**config.mk**
```make
export PLATFORM = sky130hd
export DESIGN_NAME = utf8_lax_decoder_unit
export DESIGN_NICKNAME = d
export VERILOG_FILES = /design/src/design/utf8ld_pkg.sv /design/src/design/utf8ld_decoder.sv /design/src/design/utf8ld_out_fifo.sv /design/src/design/utf8_lax_decoder_unit.sv
export SDC_FILE = /design/constraint.sdc
export NUM_CORES = 1
export LEC_CHECK = 0
export BUFFER_PORTS_ARGS = -buffer_cell sky130_fd_sc_hd__buf_2
export CAP_MARGIN = 20
export CORE_MARGIN = 2
export CORE_UTILIZATION = 35
export CTS_CLUSTER_DIAMETER = 50
export DETAILED_ROUTE_END_ITERATION = 8
export GPL_TIMING_DRIVEN = 0
export SKIP_CTS_REPAIR_TIMING = 1
export SLEW_MARGIN = 20
export SYNTH_ARGS = -nofsm -noshare
export SYNTH_HDL_FRONTEND = slang
export SYNTH_SLANG_ARGS = --single-unit
```
**constraint.sdc**
```tcl
create_clock -name i_clk -period 5.2 [get_ports i_clk]
set_input_delay 0.52 -clock i_clk [delete_from_list [all_inputs] [get_ports i_clk]]
set_output_delay 0.52 -clock i_clk [all_outputs]
set_load 0.03 [all_outputs]
```
**src/design/utf8ld_pkg.sv**
```systemverilog
// ----------------------------------------------------------------------------
// utf8ld_pkg
// Types, constants and helper functions shared by the lax UTF-8 decoder.
// ----------------------------------------------------------------------------
package utf8ld_pkg;

    localparam logic [7:0] LEAD2_MASK = 8'b0001_1111;
    localparam logic [7:0] LEAD3_MASK = 8'b0000_1111;
    localparam logic [7:0] LEAD4_MASK = 8'b0000_0111;
    localparam logic [7:0] CONT_MASK  = 8'b0011_1111;

    localparam int FIFO_DEPTH = 4;
    localparam int FIFO_AW    = $clog2(FIFO_DEPTH);
    localparam int FIFO_LW    = $clog2(FIFO_DEPTH + 1);

    typedef struct packed {
        logic [7:0] text_byte;
        logic       end_of_text;
    } t_in_item;

    typedef struct packed {
        logic [20:0] code_point;
        logic        code_valid;
        logic        last_of_text;
    } t_out_item;

    typedef struct packed {
        logic [1:0] count;
        t_out_item  res0;
        t_out_item  res1;
        logic       busy;
    } t_dec_out;

    function automatic logic [1:0] lead_needs(input logic [7:0] b);
        logic [1:0] n;
        if (b[7:6] != 2'b11) begin
            n = 2'd0;
        end else if (!b[5]) begin
            n = 2'd1;
        end else if (!b[4]) begin
            n = 2'd2;
        end else begin
            n = 2'd3;
        end
        return n;
    endfunction

    function automatic logic [20:0] compose(input logic [7:0] lead,
                                            input logic [7:0] c0,
                                            input logic [7:0] c1,
                                            input logic [7:0] c2,
                                            input logic [1:0] n);
        logic [7:0]  l1;
        logic [7:0]  l2;
        logic [7:0]  l3;
        logic [20:0] code;
        l1 = lead & LEAD2_MASK;
        l2 = lead & LEAD3_MASK;
        l3 = lead & LEAD4_MASK;
        case (n)
            2'd1:    code = {10'd0, l1[4:0], c0[5:0]};
            2'd2:    code = {5'd0, l2[3:0], c0[5:0], c1[5:0]};
            default: code = {l3[2:0], c0[5:0], c1[5:0], c2[5:0]};
        endcase
        return code;
    endfunction

endpackage

```
**src/design/utf8ld_decoder.sv**
```systemverilog
// ----------------------------------------------------------------------------
// utf8ld_decoder
// Sequence state and the single-pass decode of one byte into up to two results.
// ----------------------------------------------------------------------------
module utf8ld_decoder (
    input  logic                i_clk,
    input  logic                i_rst_n,
    input  logic                i_advance,
    input  utf8ld_pkg::t_in_item i_item,
    output utf8ld_pkg::t_dec_out o_dec
);

    logic [1:0] r_held_count;
    logic [1:0] r_needed;
    logic [7:0] r_held [3];

    logic [1:0] n_held_count;
    logic [1:0] n_needed;
    logic       n_store;
    logic [1:0] n_store_idx;

    logic [7:0] b;
    logic       eot;
    logic [1:0] ln_b;
    logic [1:0] ln_h1;
    utf8ld_pkg::t_dec_out dec;

    assign b     = i_item.text_byte;
    assign eot   = i_item.end_of_text;
    assign ln_b  = utf8ld_pkg::lead_needs(b);
    assign ln_h1 = utf8ld_pkg::lead_needs(r_held[1]);

    always_comb begin
        dec          = '0;
        dec.busy     = (r_held_count != 2'd0);
        n_held_count = r_held_count;
        n_needed     = r_needed;
        n_store      = 1'b0;
        n_store_idx  = r_held_count;
        if (r_held_count == 2'd0) begin
            if (ln_b == 2'd0) begin
                dec.count = 2'd1;
                dec.res0  = '{code_point: {13'd0, b}, code_valid: 1'b1, last_of_text: eot};
            end else if (eot) begin
                dec.count = 2'd1;
                dec.res0  = '{code_point: '0, code_valid: 1'b0, last_of_text: 1'b1};
            end else begin
                n_store      = 1'b1;
                n_store_idx  = 2'd0;
                n_held_count = 2'd1;
                n_needed     = ln_b;
            end
        end else if (r_needed <= 2'd1) begin
            dec.count = 2'd1;
            case (r_held_count)
                2'd1: dec.res0.code_point =
                    utf8ld_pkg::compose(r_held[0], b, 8'd0, 8'd0, 2'd1);
                2'd2: dec.res0.code_point =
                    utf8ld_pkg::compose(r_held[0], r_held[1], b, 8'd0, 2'd2);
                default: dec.res0.code_point =
                    utf8ld_pkg::compose(r_held[0], r_held[1], r_held[2], b, 2'd3);
            endcase
            dec.res0.code_valid   = 1'b1;
            dec.res0.last_of_text = eot;
            n_held_count          = 2'd0;
            n_needed              = 2'd0;
        end else if (!eot) begin
            n_store      = 1'b1;
            n_held_count = r_held_count + 2'd1;
            n_needed     = r_needed - 2'd1;
        end else begin
            // The string ends inside a sequence: the lead is dropped and the
            // remaining bytes are decoded again.
            n_held_count = 2'd0;
            n_needed     = 2'd0;
            dec.count    = 2'd1;
            if (r_held_count == 2'd2 && ln_h1 == 2'd0) begin
                dec.res0 = '{code_point: {13'd0, r_held[1]}, code_valid: 1'b1,
                             last_of_text: 1'b1};
                if (ln_b == 2'd0) begin
                    dec.res0.last_of_text = 1'b0;
                    dec.count = 2'd2;
                    dec.res1  = '{code_point: {13'd0, b}, code_valid: 1'b1,
                                  last_of_text: 1'b1};
                end
            end else if (r_held_count == 2'd2 && ln_h1 == 2'd1) begin
                dec.res0 = '{code_point: utf8ld_pkg::compose(r_held[1], b, 8'd0, 8'd0, 2'd1),
                             code_valid: 1'b1, last_of_text: 1'b1};
            end else if (ln_b == 2'd0) begin
                dec.res0 = '{code_point: {13'd0, b}, code_valid: 1'b1, last_of_text: 1'b1};
            end else begin
                dec.res0 = '{code_point: '0, code_valid: 1'b0, last_of_text: 1'b1};
            end
        end
    end

    assign o_dec = dec;

    always_ff @(posedge i_clk) begin
        if (!i_rst_n) begin
            r_held_count <= 2'd0;
            r_needed     <= 2'd0;
        end else if (i_advance) begin
            r_held_count <= n_held_count;
            r_needed     <= n_needed;
        end
    end

    always_ff @(posedge i_clk) begin
        if (i_advance && n_store && n_store_idx != 2'd3) begin
            r_held[n_store_idx] <= b;
        end
    end

endmodule

```
**src/design/utf8ld_out_fifo.sv**
```systemverilog
// ----------------------------------------------------------------------------
// utf8ld_out_fifo
// Small result queue that takes up to two results per cycle and gives one when not stalled.
// ----------------------------------------------------------------------------
module utf8ld_out_fifo (
    input  logic                            i_clk,
    input  logic                            i_rst_n,
    input  logic [1:0]                      i_push_count,
    input  utf8ld_pkg::t_out_item           i_res0,
    input  utf8ld_pkg::t_out_item           i_res1,
    output logic                            o_valid,
    input  logic                            i_stall,
    output utf8ld_pkg::t_out_item           o_data,
    output logic [utf8ld_pkg::FIFO_LW-1:0]  o_level
);

    utf8ld_pkg::t_out_item r_mem [utf8ld_pkg::FIFO_DEPTH];

    logic [utf8ld_pkg::FIFO_AW-1:0] r_wptr;
    logic [utf8ld_pkg::FIFO_AW-1:0] r_rptr;
    logic [utf8ld_pkg::FIFO_LW-1:0] r_level;
    logic [utf8ld_pkg::FIFO_AW-1:0] wptr1;
    logic                           pop;

    assign wptr1   = r_wptr + 1'b1;
    assign pop     = o_valid && !i_stall;
    assign o_valid = (r_level != '0);
    assign o_data  = r_mem[r_rptr];
    assign o_level = r_level;

    always_ff @(posedge i_clk) begin
        if (!i_rst_n) begin
            r_wptr  <= '0;
            r_rptr  <= '0;
            r_level <= '0;
        end else begin
            r_wptr  <= r_wptr + i_push_count[utf8ld_pkg::FIFO_AW-1:0];
            r_rptr  <= r_rptr + {{(utf8ld_pkg::FIFO_AW-1){1'b0}}, pop};
            r_level <= r_level + {{(utf8ld_pkg::FIFO_LW-2){1'b0}}, i_push_count}
                       - {{(utf8ld_pkg::FIFO_LW-1){1'b0}}, pop};
        end
    end

    always_ff @(posedge i_clk) begin
        if (i_push_count != 2'd0) begin
            r_mem[r_wptr] <= i_res0;
        end
        if (i_push_count == 2'd2) begin
            r_mem[wptr1] <= i_res1;
        end
    end

endmodule

```
**src/design/utf8_lax_decoder_unit.sv**
```systemverilog
// ----------------------------------------------------------------------------
// utf8_lax_decoder_unit
// Lax UTF-8 decoder: one text byte per transaction in, code points out.
// ----------------------------------------------------------------------------
// The input channel (i_valid, o_stall, i_data) carries one byte of a string
// with a flag on its final byte. The output channel (o_valid, i_stall,
// o_data) carries decoded code points, a flag for a real character and a
// flag on the final result of the string.
// An accepted byte is held in the input register, decoded in one pass and
// written into a four-entry result queue, from which the results are offered
// to the receiver. One byte is taken per cycle while the queue has room for
// two more results. A byte yields no, one or two results;
// two only when a string ends inside an incomplete sequence, and the queue
// absorbs that extra result while the decoder keeps running.
// Reset clears the sequence state, the input register's valid flag and the queue.
// When the receiver stalls, the queue fills and the input side stalls once
// fewer than two entries are free; nothing is lost or repeated.
// ----------------------------------------------------------------------------
module utf8_lax_decoder_unit (
    input  logic                  i_clk,
    input  logic                  i_rst_n,
    input  logic                  i_valid,
    output logic                  o_stall,
    input  utf8ld_pkg::t_in_item  i_data,
    output logic                  o_valid,
    input  logic                  i_stall,
    output utf8ld_pkg::t_out_item o_data
);

    logic                           r_in_valid;
    utf8ld_pkg::t_in_item           r_in_item;
    logic                           advance;
    logic                           accept;
    logic [utf8ld_pkg::FIFO_LW-1:0] level;
    utf8ld_pkg::t_dec_out           dec;
    logic [1:0]                     push_count;

    assign advance    = r_in_valid && (level <= utf8ld_pkg::FIFO_LW'(utf8ld_pkg::FIFO_DEPTH - 2));
    assign o_stall    = r_in_valid && !advance;
    assign accept     = i_valid && !o_stall;
    assign push_count = advance ? dec.count : 2'd0;

    always_ff @(posedge i_clk) begin
        if (!i_rst_n) begin
            r_in_valid <= 1'b0;
        end else if (accept) begin
            r_in_valid <= 1'b1;
        end else if (advance) begin
            r_in_valid <= 1'b0;
        end
    end

    always_ff @(posedge i_clk) begin
        if (accept) begin
            r_in_item <= i_data;
        end
    end

    utf8ld_decoder u_decoder (
        .i_clk     (i_clk),
        .i_rst_n   (i_rst_n),
        .i_advance (advance),
        .i_item    (r_in_item),
        .o_dec     (dec)
    );

    utf8ld_out_fifo u_out_fifo (
        .i_clk        (i_clk),
        .i_rst_n      (i_rst_n),
        .i_push_count (push_count),
        .i_res0       (dec.res0),
        .i_res1       (dec.res1),
        .o_valid      (o_valid),
        .i_stall      (i_stall),
        .o_data       (o_data),
        .o_level      (level)
    );

`ifndef SYNTH
    a_level_bound: assert property (@(posedge i_clk) disable iff (!i_rst_n)
        level <= utf8ld_pkg::FIFO_LW'(utf8ld_pkg::FIFO_DEPTH))
        else $error("result queue level exceeds its depth");

    a_end_gives_result: assert property (@(posedge i_clk) disable iff (!i_rst_n)
        advance && r_in_item.end_of_text |-> dec.count != 2'd0)
        else $error("final byte of a string produced no result");

    a_end_clears_state: assert property (@(posedge i_clk) disable iff (!i_rst_n)
        advance && r_in_item.end_of_text |=> !dec.busy)
        else $error("sequence state not cleared at the end of a string");

    a_pair_only_at_end: assert property (@(posedge i_clk) disable iff (!i_rst_n)
        advance && dec.count == 2'd2 |-> r_in_item.end_of_text && dec.res1.last_of_text)
        else $error("two results produced outside an end-of-string replay");
`endif

endmodule

```
# == Yosys cells after proc, flatten, opt, wreduce, memory -nomap -nowiden ==
# Memories as Yosys holds them, arrays and structs flattened. A register that Yosys moved wholly into a read port is not among the register bits.
# Index checks and enable logic that the tools add are counted.
# op_classes
n_addsub,7
magnitude_cmp,2
eq_ne,9
n_mux,48
n_reduce_logical,18
# ops
operator,count
$mux 23,4
$mux 25,3
$mux 24,2
$mux 48,1
$mux 2,21
$pmux 21 s2,1
$mux 1,14
$mux 13,1
$mux 10,1
$ne 2x2->1 const B,5
$logic_and 1x1->1,8
$logic_not 2->1,3
$add 2x1->2 const B,2
$eq 2x1->1 const B,2
$eq 2x2->1 const B,2
$reduce_bool 2->1,2
$add 3x2->3,1
$le 3x2->1 const B,1
$logic_not 1->1,3
$reduce_and 3->1,1
$reduce_bool 3->1,1
$sub 3x1->3,1
$add 2x1->2,1
$add 2x2->2,1
other kinds (2),2
# word_totals
register_bits,21
ramBits,116
in_bits,13
out_inout_bits,25
word_cells,94
memories,2
# mem_list
memory,words,word_bits,read_ports,rd_clocked_by_memory_dff,write_ports,line_no,text
u_out_fifo.r_mem,4,23,1,1,2,utf8ld_out_fifo.sv:17,utf8ld_pkg::t_out_item r_mem [utf8ld_pkg::FIFO_DEPTH];
u_decoder.r_held,3,8,3,0,1,utf8ld_decoder.sv:15,logic [7:0] r_held [3];

# == Longest topological paths before layout ==
# Gate-level depths: netlist (run 1).
# An unclocked memory read counts as a cell.
# depth
word_depth,15
mapped_depth,12
depth_no_buf,11

# == Hierarchy ==
# Synthesis (run 1) repeated with hierarchy kept, for this count alone.
# hier_totals
hier_cells,461
area_unflattened_um2,6836.6
# modules_own_cells
mod,n_inst,cells_per_inst,area_each_um2,seq_area_each_um2
utf8ld_out_fifo,1,269,4859.7,2902.8
utf8ld_decoder,1,171,1614.0,650.6
utf8_lax_decoder_unit,1,21,362.8,290.3

# == Worst setup path before layout (run 1) ==
# No wires, ideal clock.
# synth_timing
kind,register to register
from,reg u_decoder.r_held_count[0]
to,"mem u_out_fifo.r_mem[2][0] in the netlist's numbering, enable pin"
setup_time_ns,0.334
t_arrival_ns,2.209
required_ns,4.866
setup_slack_ns,2.658
stages_incl_launch_ff,12
path_buffers,4
period_less_slack_ns,2.542
cell_sequence,dfxtp_1 > inv_1 > ha_1 > buf_6 > nand2b_4 > or2_4 > or3_1 > buf_6 > and2_4 > buf_6 > buf_6 > inv_1
# synth_lines
item,line_no,text
"start, declared",utf8ld_decoder.sv:13,logic [1:0] r_held_count;
"start signal, assigned",utf8ld_decoder.sv:104,r_held_count <= n_held_count;
"end, declared",utf8ld_out_fifo.sv:17,

==> run_results.csv, run 1 <==
group,metric,value,unit
floorplan,dieArea,18800,um^2
floorplan,core_area,17300,um^2
cts,numCtsBuffers,17,
timing,skew,9.02,ps
layout,finalNetCount,596,
timing,fin_crit_sh,0.640,
layout,drive_above_1_share,0.233,
power_and_ir_drop,power_density,399,nW/um^2
placed_design,io_buffers,37,
flow_run,maxCapViolations,0,
worst_setup_path,endpoint_kind,"register",
routing,post_drt_via_cell_ratio,5.60,
synthesis,syn_nets,540,
floorplan,die_w,137,um
worst_setup_path,reg2reg_from,"u_decoder.r_held_count[0]",
global_route,grt_usage,0.183,
worst_setup_path,crit_top_cell,"buf_6",
global_route,grt_max_degree,17,
power_and_ir_drop,ir_drop,0.239,mV
floorplan,fp.dieH,137,um
routing,wl,16300,um
min_path,worstHoldStart,"i_data[2]",
synthesis,synth_area,6200,um^2
synthesis,syn_area_per_cell,12.0,um^2
outcome,violations,"design-rule violations",
timing,slew_viol_final,0,
synthesis,ys_dominant_reg_cell,"edfxtp_1",
worst_setup_path,path_max_fanout,10,
timing,setup_violations,0,
worst_setup_path,cpPeakStageDelay,550,ps
timing,worstMarginPinSlew,784,ps
cts,clock_latency,430,ps
routing,wl_per_cell,20.2,um
timing,hold_slack,267,ps
min_path,hold_end,"r_in_item[2]",
placed_design,dp.final_hpwl,11700,um
global_route,grt_overflow_total,0,
layout,area_growth,16.6,%
timing,hold_viol,0,
routing,vias,4527,
worst_setup_path,start_kind,"register",
synthesis,yosysWarnings,0,
worst_setup_path,critPathTopFamily,"simple AND/OR/NAND/NOR gates",
routing,first_iter_violations,390,
cts,clockRootBuffer,"clkbuf_16",
worst_setup_path,crit_chain,"inv_1 -> ha_1 -> buf_6 -> and3_4 -> o21bai_1 -> nand4b_1 -> and2_4 -> buf_6 -> buf_6 -> inv_1",
global_route,antenna_found_initial,0,
worst_setup_path,crit_required,5260,ps
floorplan,io-pin-count,38,
synthesis,syn_inst,515,
layout,fin_cells,809,
synthesis,synth_edf_count,68,
worst_setup_path,rrSetupSlack,1870,ps
outcome,status,"complete, but fails checks",
synthesis,synth.largest_area_cell,"edfxtp_1",
power_and_ir_drop,p_leak,2.58,nW
worst_setup_path,cp_slowest_cell,"nand4b_1",
synthesis,async_reset_ff_frac,0,
floorplan,start_util,0.359,
worst_setup_path,regToRegEndpoint,"u_out_fifo.r_mem[2][4]",
routing,drc,2,
synthesis,synthTopCellsByArea,"edfxtp_1 (33%), dfxtp_1 (21%), mux4_2 (8.4%)",
timing,fin_crit,3330,ps
synthesis,synth_common_cells,"edfxtp_1 (68), dfxtp_1 (64), nand2_1 (39)",
routing,dr.pass1.iters,9,
global_route,grt_pass1_vias,4604,
worst_setup_path,path_class,"register to register",
cts,h-tree-depth,4,
global_route,grt_pass1_wl,25500,um
cts,numClockSinks,132,
synthesis,synth_top_area_share,0.329,
timing,rsz0062_at_grt,"false",
cts,clk_pin_slew,60,ps
synthesis,ys_seq_elements,132,
synthesis,ys_types,59,
layout,utilization,0.418,
placed_design,dp.cells,777,
min_path,worstHoldPathType,"primary input to register",
routing,ant_nets,0,
worst_setup_path,critPathBufInv,5,
min_path,min_delay_path_depth,1,
synthesis,yosysSeqAreaShare,0.536,
placed_design,place_congestion,0.900,
worst_setup_path,crit_path_start,"u_decoder.r_held_count[0]",
timing,setup_tns,0,ps
timing,relSlewSlack,0.477,
cts,cts_tree,"yes",
layout,diodes,0,
floorplan,rows,48,
cts,clockBufferDepth,2,
power_and_ir_drop,p_total,2.89,mW
timing,fmax,0.301,GHz
worst_setup_path,critical_path_arrival,3390,ps
worst_setup_path,r2r_cells,10,
synthesis,yosysMostFrequentCell,"edfxtp_1",
[worst max path at each step]
stage,to,slack [ps],cells after the start
final,u_out_fifo.r_mem[2][4],1870,10
after detailed placement,u_out_fifo.r_mem[2][6],1970,10
after global routing,u_out_fifo.r_mem[3][0],1720,9
after floorplan,u_out_fifo.r_mem[2][0],2660,11
after CTS,u_out_fifo.r_mem[2][1],1960,10
after global placement,u_out_fifo.r_mem[2][6],2040,10
[power by group]
part           leakage [nW]  internal [mW]  total (mW)  switching (mW)
logic                  1.13          0.217       0.560           0.343
clock network         0.286          0.669        1.14           0.472
registers              1.17           1.15        1.19          0.0357
total                  2.58           2.04        2.89           0.851
[kinds of logic after synthesis]
group                    after synthesis  synth area share
adder cells (fa/ha/maj)               12            0.0254
AND/OR/NAND/NOR                      151             0.134
multiplexers                          30            0.0948
AO/OA/AOI/OAI                        132             0.158
buffers and inverters                 53            0.0454
flip-flops                           132             0.536
XOR/XNOR                               5           0.00706
[worst reg2reg max path: cells and delay by family (launching register included)]
kind                     cells  cell delay (ps)
AO/OA/AOI/OAI                1              370
adder cells (fa/ha/maj)      1              210
buffers and inverters        5              920
flip-flops                   1              390
AND/OR/NAND/NOR              3             1090
[cell type report]
class,count,area (um^2)
clock inverter,12,87.6
timing repair buffer,37,185
sequential,132,3320
inverter,14,52.6
buffer,39,229
fill,1617,10100
clock buffer,20,478
multi-input combinational,330,2600
tap,225,282
[metal layers]
metal,track usage,routed length (um),vias to the layer above
met4,0.0813,432,0
met1,0.230,7050,2243
met2,0.298,7900,168
met3,0.0459,922,34
met5,0,0,-
li1,-,-,2082
[cells in the final DEF, fill, tap and decap left out, types with 3 or more instances in the layout]
cell type,n
mux4_2,23
a22o_1,8
edfxtp_1,68
o2bb2ai_2,5
clkinv_2,3
nand3_1,11
clkbuf_1,16
a21oi_1,17
a31oi_1,5
nand4_1,4
o22ai_1,20
nor2_1,24
xor2_1,3
nor2b_1,11
buf_6,8
a22oi_1,6
o21ai_0,18
nor3_1,8
o2bb2ai_1,26
or3_1,14
and2_1,12
inv_4,3
nand2_1,39
nand2b_1,4
or2_2,8
dfxtp_1,64
nand4b_1,3
inv_1,14
mux2i_1,7
inv_6,4
ha_1,11
clkbuf_16,18
a211oi_1,7
o32ai_1,6
buf_2,49
[state kept, by name, indices dropped and copies added (netlist names)]
| signal | cells |
|---|---|
| u_out_fifo.r_wptr | 2 |
| u_decoder.r_needed | 2 |
| u_out_fifo.r_mem | 92 |
| u_out_fifo.r_rptr | 2 |
| u_decoder.r_held | 19 |
| r_in_valid | 1 |
| u_out_fifo.o_level | 3 |
| u_decoder.r_held_count | 2 |
| r_in_item | 9 |
[per-stage QoR]
step / cell area (um^2) / setup WS (ps)
2_1_floorplan: 6200 / 2660
3_3_place_gp: 6670 / 2040
3_5_place_dp: 6670 / 1970
4_1_cts: 7230 / 1960
5_1_grt: 7230 / 1720
6_report: 7230 / 1870
Note: power is estimated with default switching activity, not from simulation.
==> inputs of run 2 (changes only) <==
==> constraint.sdc (replaced) <==
create_clock -name i_clk -period 3.2 [get_ports i_clk]
set_input_delay 0.32 -clock i_clk [delete_from_list [all_inputs] [get_ports i_clk]]
set_output_delay 0.32 -clock i_clk [all_outputs]
set_load 0.03 [all_outputs]
==> run 2 against run 1 <==
Compared with the run above: the flow now finishes without violations; via count is 1.0% higher; register-to-register slack worse by 1600 ps; critical path depth stayed put; maximum frequency is 13% higher; die area stayed put; largest power group unchanged; highest routed layer unchanged.
==> run_results.csv, run 2 (synthesis gave the netlist of run 1 again) <==
group,metric,value,unit
worst_setup_path,cpPeakStageDelay,400,ps
placed_design,dp.final_hpwl,11700,um
power_and_ir_drop,ir_drop,0.389,mV
worst_setup_path,endpoint_kind,"register",
min_path,hold_end,"r_in_item[2]",
timing,skew,11.0,ps
global_route,grt_max_degree,17,
power_and_ir_drop,intPower,3.31,mW
floorplan,dieArea,18800,um^2
timing,fin_crit,2940,ps
routing,wl_per_cell,20.2,um
cts,numClockSinks,132,
worst_setup_path,rrSetupSlack,260,ps
floorplan,io-pin-count,38,
worst_setup_path,crit_chain,"inv_1 -> ha_1 -> buf_6 -> and3_4 -> o21bai_1 -> nand4b_1 -> and2_4 -> buf_6 -> buf_6 -> clkinvlp_4",
layout,mostFrequentLayoutCells,"edfxtp_1 (68), dfxtp_1 (64), buf_2 (49)",
worst_setup_path,crit_required,3310,ps
floorplan,core_area,17300,um^2
min_path,worstHoldPathType,"primary input to register",
placed_design,io_buffers,37,
worst_setup_path,path_max_fanout,10,
routing,dr.pass1.iters,5,
layout,finalNetCount,597,
power_and_ir_drop,switchingPower,1.38,mW
global_route,antenna_found_initial,0,
cts,clk_pin_slew,60,ps
floorplan,die_w,137,um
layout,layout_commonest_cell,"edfxtp_1",
worst_setup_path,crit_top_cell,"buf_6",
flow_run,maxCapViolations,0,
global_route,grt_overflow_total,0,
timing,fmax,0.340,GHz
placed_design,pre_cts_ws,-28.0,ps
layout,area_growth,17.1,%
routing,wl,16300,um
cts,clockBufferDepth,2,
power_and_ir_drop,netSwitchingFraction,0.295,
timing,fin_crit_sh,0.919,
timing,worstMarginPinSlew,788,ps
layout,drive_above_1_share,0.244,
timing,relSlewSlack,0.475,
layout,largest_reg_flops,92,
timing,layout_setup_ws,258,ps
floorplan,rows,48,
routing,ant_nets,0,
routing,vias,4574,
worst_setup_path,regToRegEndpoint,"u_out_fifo.r_mem[2][4]",
worst_setup_path,critical_path_arrival,3050,ps
floorplan,start_util,0.359,
layout,reg_top3,"u_out_fifo.r_mem (92), u_decoder.r_held (19), r_in_item (9)",
cts,clockRootBuffer,"clkbuf_16",
cts,clock_latency,430,ps
layout,top_register,"u_out_fifo.r_mem",
placed_design,place_congestion,0.900,
outcome,status,"completed",
worst_setup_path,path_class,"register to register",
routing,first_iter_violations,343,
routing,drc,0,
worst_setup_path,cp_slowest_cell,"nand4b_1",
power_and_ir_drop,p_leak,2.57,nW
worst_setup_path,r2r_cells,10,
power_and_ir_drop,clkPwrFrac,0.394,
layout,diodes,0,
worst_setup_path,reg2reg_from,"u_decoder.r_held_count[0]",
cts,cts_tree,"yes",
timing,slew_viol_final,0,
power_and_ir_drop,power_density,647,nW/um^2
timing,hold_viol,0,
routing,post_drt_via_cell_ratio,5.65,
power_and_ir_drop,seqPwrFrac,0.411,
floorplan,fp.dieH,137,um
power_and_ir_drop,p_comb_frac,0.195,
global_route,grt_pass1_wl,25500,um
cts,h-tree-depth,4,
worst_setup_path,start_kind,"register",
timing,hold_slack,67.6,ps
min_path,worstHoldStart,"i_data[2]",
timing,setup_violations,0,
min_path,min_delay_path_depth,1,
cts,numCtsBuffers,17,
global_route,grt_usage,0.183,
global_route,grt_pass1_vias,4604,
timing,rsz0062_at_grt,"false",
==> run 2: worst max-delay path by stage <==
stage	from	endpoint	slack, ps	cells past startpoint
after floorplan	u_decoder.r_held_count[0]	u_out_fifo.r_mem[2][0]	660	11
after detailed placement	u_decoder.r_held_count[0]	u_out_fifo.r_mem[2][6]	-30	10
final	u_decoder.r_held_count[0]	u_out_fifo.r_mem[2][4]	260	10
after CTS	u_decoder.r_held_count[0]	u_out_fifo.r_mem[2][1]	-40	10
after global routing	u_decoder.r_held_count[0]	u_out_fifo.r_mem[2][1]	30	10
after global placement	u_decoder.r_held_count[0]	u_out_fifo.r_mem[2][6]	40	10
==> run 2: stage by stage <==
stage / utilization / cells / instance area (um^2) / total power [mW] / TNS [ps]
2_1_floorplan: - / 515 / 6200 / 2.63 / 0
4_1_cts: 0.418 / 809 / 7230 / 4.73 / -396
6_report: 0.420 / 810 / 7260 / 4.70 / 0
3_5_place_dp: 0.386 / 777 / 6670 / 2.89 / -271
3_3_place_gp: 0.386 / 777 / 6670 / 2.86 / 0
5_1_grt: 0.420 / 810 / 7260 / 4.89 / 0
==> run 2: cell type report <==
type                            instances  area (um^2)
Clock buffer                           20          478
Multi-Input combinational cell        330         2610
Timing Repair Buffer                   39          200
Clock inverter                         12         87.6
Fill cell                            1613        10000
Sequential cell                       132         3320
Buffer                                 38          225
Inverter                               14         60.1
Tap cell                              225          282
==> run 2: worst max-delay path: cells and delay by family, from the launching register on <==
kind                       cells  cell delay, ps
AOI/OAI and AO/OA              1             390
adders and majority gates      1             210
buffers and inverters          5             740
DFF                            1             390
and+or+nand+nor                3             870
==> run 2: power by group through the flow <==
| stage | Sequential (mW) | Clock, mW | Combinational [mW] |
|---|---|---|---|
| 6_report | 1.93 | 1.85 | 0.916 |
| 5_1_grt | 1.94 | 1.95 | 0.999 |
| 4_1_cts | 1.93 | 1.88 | 0.923 |
| 3_3_place_gp | 1.96 | 0 | 0.899 |
| 3_5_place_dp | 1.97 | 0 | 0.920 |
| 2_1_floorplan | 1.94 | 0 | 0.686 |
==> run 2: routing by layer <==
layer | track usage | part of all wire
met1 | 0.230 | 0.43
met5 | 0 | 0
met3 | 0.0459 | 0.058
met2 | 0.298 | 0.48
met4 | 0.0813 | 0.033
==> inputs of run 3 (changes only) <==
--- a/config.mk
+++ b/config.mk
@@ -7,11 +7,13 @@
 export LEC_CHECK = 0
 export BUFFER_PORTS_ARGS = -buffer_cell sky130_fd_sc_hd__buf_2
 export CAP_MARGIN = 20
-export CORE_MARGIN = 2
+export CELL_PAD_IN_SITES_DETAIL_PLACEMENT = 0
+export CELL_PAD_IN_SITES_GLOBAL_PLACEMENT = 1
 export CORE_UTILIZATION = 35
 export CTS_CLUSTER_DIAMETER = 50
 export DETAILED_ROUTE_END_ITERATION = 8
 export GPL_TIMING_DRIVEN = 0
+export PLACE_DENSITY_LB_ADDON = 0.1
 export SKIP_CTS_REPAIR_TIMING = 1
 export SLEW_MARGIN = 20
 export SYNTH_ARGS = -nofsm -noshare
==> run 3 against run 2 <==
Compared with the run above: critical path depth down 1; clock power up 11%; maximum frequency about the same; wire length up 6.7%; count of clock-buffer cells in the layout up 3; via count down 2.4%; worst hold slack worse by 1.0 ps; clock skew down 2.7 ps; critical endpoint is now u_out_fifo.r_mem[1][2].
==> run_results.csv, run 3 (synthesis gave the netlist of run 1 again) <==
group,metric,value,unit
outcome,status,"completed",
routing,first_iter_violations,241,
global_route,grt_pass1_wl,26400,um
routing,drc,0,
worst_setup_path,path_max_fanout,10,
timing,setup_violations,0,
floorplan,io-pin-count,38,
min_path,hold_end,"r_in_item[1]",
worst_setup_path,cp_slowest_cell,"nor3_4",
power_and_ir_drop,clkPwrFrac,0.420,
power_and_ir_drop,seqPwrFrac,0.393,
worst_setup_path,crit_top_cell,"inv_1",
placed_design,dp.final_hpwl,12500,um
worst_setup_path,rrSetupSlack,250,ps
worst_setup_path,regToRegEndpoint,"u_out_fifo.r_mem[1][2]",
worst_setup_path,crit_required,3260,ps
power_and_ir_drop,intPower,3.52,mW
cts,h-tree-depth,4,
power_and_ir_drop,p_leak,2.62,nW
layout,fillers,1667,
cts,clockRootBuffer,"clkbuf_16",
power_and_ir_drop,power_density,670,nW/um^2
global_route,antenna_found_initial,0,
floorplan,die_w,135,um
min_path,worstHoldPathType,"primary input to register",
placed_design,io_buffers,37,
floorplan,fp.dieH,135,um
routing,wl,17400,um
timing,relSlewSlack,0.448,
routing,ant_nets,0,
layout,reg_top3,"u_out_fifo.r_mem (92), u_decoder.r_held (19), r_in_item (9)",
worst_setup_path,path_class,"register to register",
timing,fmax,0.340,GHz
layout,finalNetCount,597,
layout,ff_latch_area,3320,um^2
routing,post_drt_via_cell_ratio,5.51,
layout,top_register,"u_out_fifo.r_mem",
power_and_ir_drop,netSwitchingFraction,0.283,
timing,hold_viol,0,
power_and_ir_drop,ir_drop,0.369,mV
worst_setup_path,reg2reg_from,"u_decoder.r_held_count[0]",
routing,dr.pass1.iters,5,
worst_setup_path,endpoint_kind,"register",
worst_setup_path,cpPeakStageDelay,440,ps
worst_setup_path,r2r_cells,9,
global_route,grt_overflow_total,0,
floorplan,dieArea,18300,um^2
worst_setup_path,crit_path_start,"u_decoder.r_held_count[0]",
floorplan,core_area,17300,um^2
floorplan,start_util,0.359,
flow_run,maxCapViolations,0,
timing,fin_crit,2950,ps
timing,rsz0062_at_grt,"false",
layout,multiInputGateArea,2620,um^2
layout,drive_above_1_share,0.244,
cts,numCtsBuffers,17,
global_route,grt_usage,0.202,
cts,clock_latency,420,ps
layout,layout_commonest_cell,"edfxtp_1",
layout,diodes,0,
cts,numClockSinks,132,
layout,largest_reg_flops,92,
routing,vias,4463,
floorplan,rows,48,
timing,fin_crit_sh,0.920,
layout,mostFrequentLayoutCells,"edfxtp_1 (68), dfxtp_1 (64), buf_2 (49)",
cts,cts_tree,"yes",
global_route,grt_max_degree,17,
cts,clockBufferDepth,2,
power_and_ir_drop,switchingPower,1.39,mW
placed_design,place_congestion,0.815,
timing,skew,8.36,ps
min_path,min_delay_path_depth,1,
power_and_ir_drop,p_comb_frac,0.187,
routing,wl_per_cell,21.5,um
layout,utilization,0.424,
worst_setup_path,critical_path_arrival,3000,ps
layout,area_growth,18.3,%
cts,clk_pin_slew,60,ps
global_route,grt_pass1_vias,4357,
timing,slew_viol_final,0,
timing,worstMarginPinSlew,827,ps
worst_setup_path,start_kind,"register",
worst_setup_path,crit_chain,"inv_1 -> ha_1 -> buf_6 -> and3_4 -> o21ba_2 -> nor3_4 -> a21oi_2 -> buf_2 -> inv_1",
power_and_ir_drop,p_total,4.91,mW
min_path,worstHoldStart,"i_data[1]",
run 3: changes by cell type in the layout (fill, tap and decap cells not counted), sizes merged:
cell / before / now
inv: 20 / 15
clkbuf: 35 / 38
clkinv: 3 / 6
clkinvlp: 3 / 1
bufinv: 0 / 1
run 3: per-layer routing:
metal | part of all wire | GRT usage | wire, um
met2 | 0.46 | 0.315 | 8040
met3 | 0.042 | 0.0368 | 741
met4 | 0.011 | 0.0662 | 198
met5 | 0 | 0 | 0
met1 | 0.49 | 0.283 | 8460
run 3: cell type report:
cell class / instances / share of cell area
flip-flops and latches: 132 / 0.453
repair buffers: 39 / 0.0273
clock inverters: 9 / 0.0113
multi-input cells: 330 / 0.356
well taps: 225 / 0.0384
inverters: 14 / 0.00767
clock buffers: 23 / 0.0754
plain buffers: 38 / 0.0307
run 3: power by group through the flow:
stage / Combinational, mW / Clock, mW / Sequential (mW)
2_1_floorplan: 0.686 / 0 / 1.94
3_3_place_gp: 0.918 / 0 / 1.96
3_5_place_dp: 0.926 / 0 / 1.97
4_1_cts: 0.928 / 2.08 / 1.93
5_1_grt: 1.01 / 2.15 / 1.94
6_report: 0.918 / 2.06 / 1.93
run 3: worst max path at each step:
stage / endpoint / slack, ps / cells past startpoint
floorplan: u_out_fifo.r_mem[2][0] / 660 / 11
global placement: u_out_fifo.r_mem[3][5] / -90 / 9
detailed placement: u_out_fifo.r_mem[3][5] / -70 / 9
CTS: u_out_fifo.r_mem[3][3] / -110 / 9
global route: u_out_fifo.r_mem[3][22] / 40 / 10
finish: u_out_fifo.r_mem[1][2] / 250 / 9
run 3: through the flow:
stage / hold WS [ps] / instance area, um^2 / setup TNS [ps] / setup WS (ps) / instances
3_3_place_gp: 440 / 6670 / -1740 / -87.1 / 777
6_report: 66.6 / 7340 / 0 / 255 / 810
5_1_grt: 53.2 / 7340 / 0 / 40.4 / 810
4_1_cts: 55.0 / 7300 / -2470 / -107 / 809
3_5_place_dp: 446 / 6670 / -1840 / -70.7 / 777
2_1_floorplan: 419 / 6200 / 0 / 658 / 515
run 3: worst max-delay path, delay by kind of cell (launching register included):
kind            cells  cell delay, ps
compound gates      2             410
fa+ha+maj           1             220
buf+inv             4             920
flops               1             380
simple gates        2             640
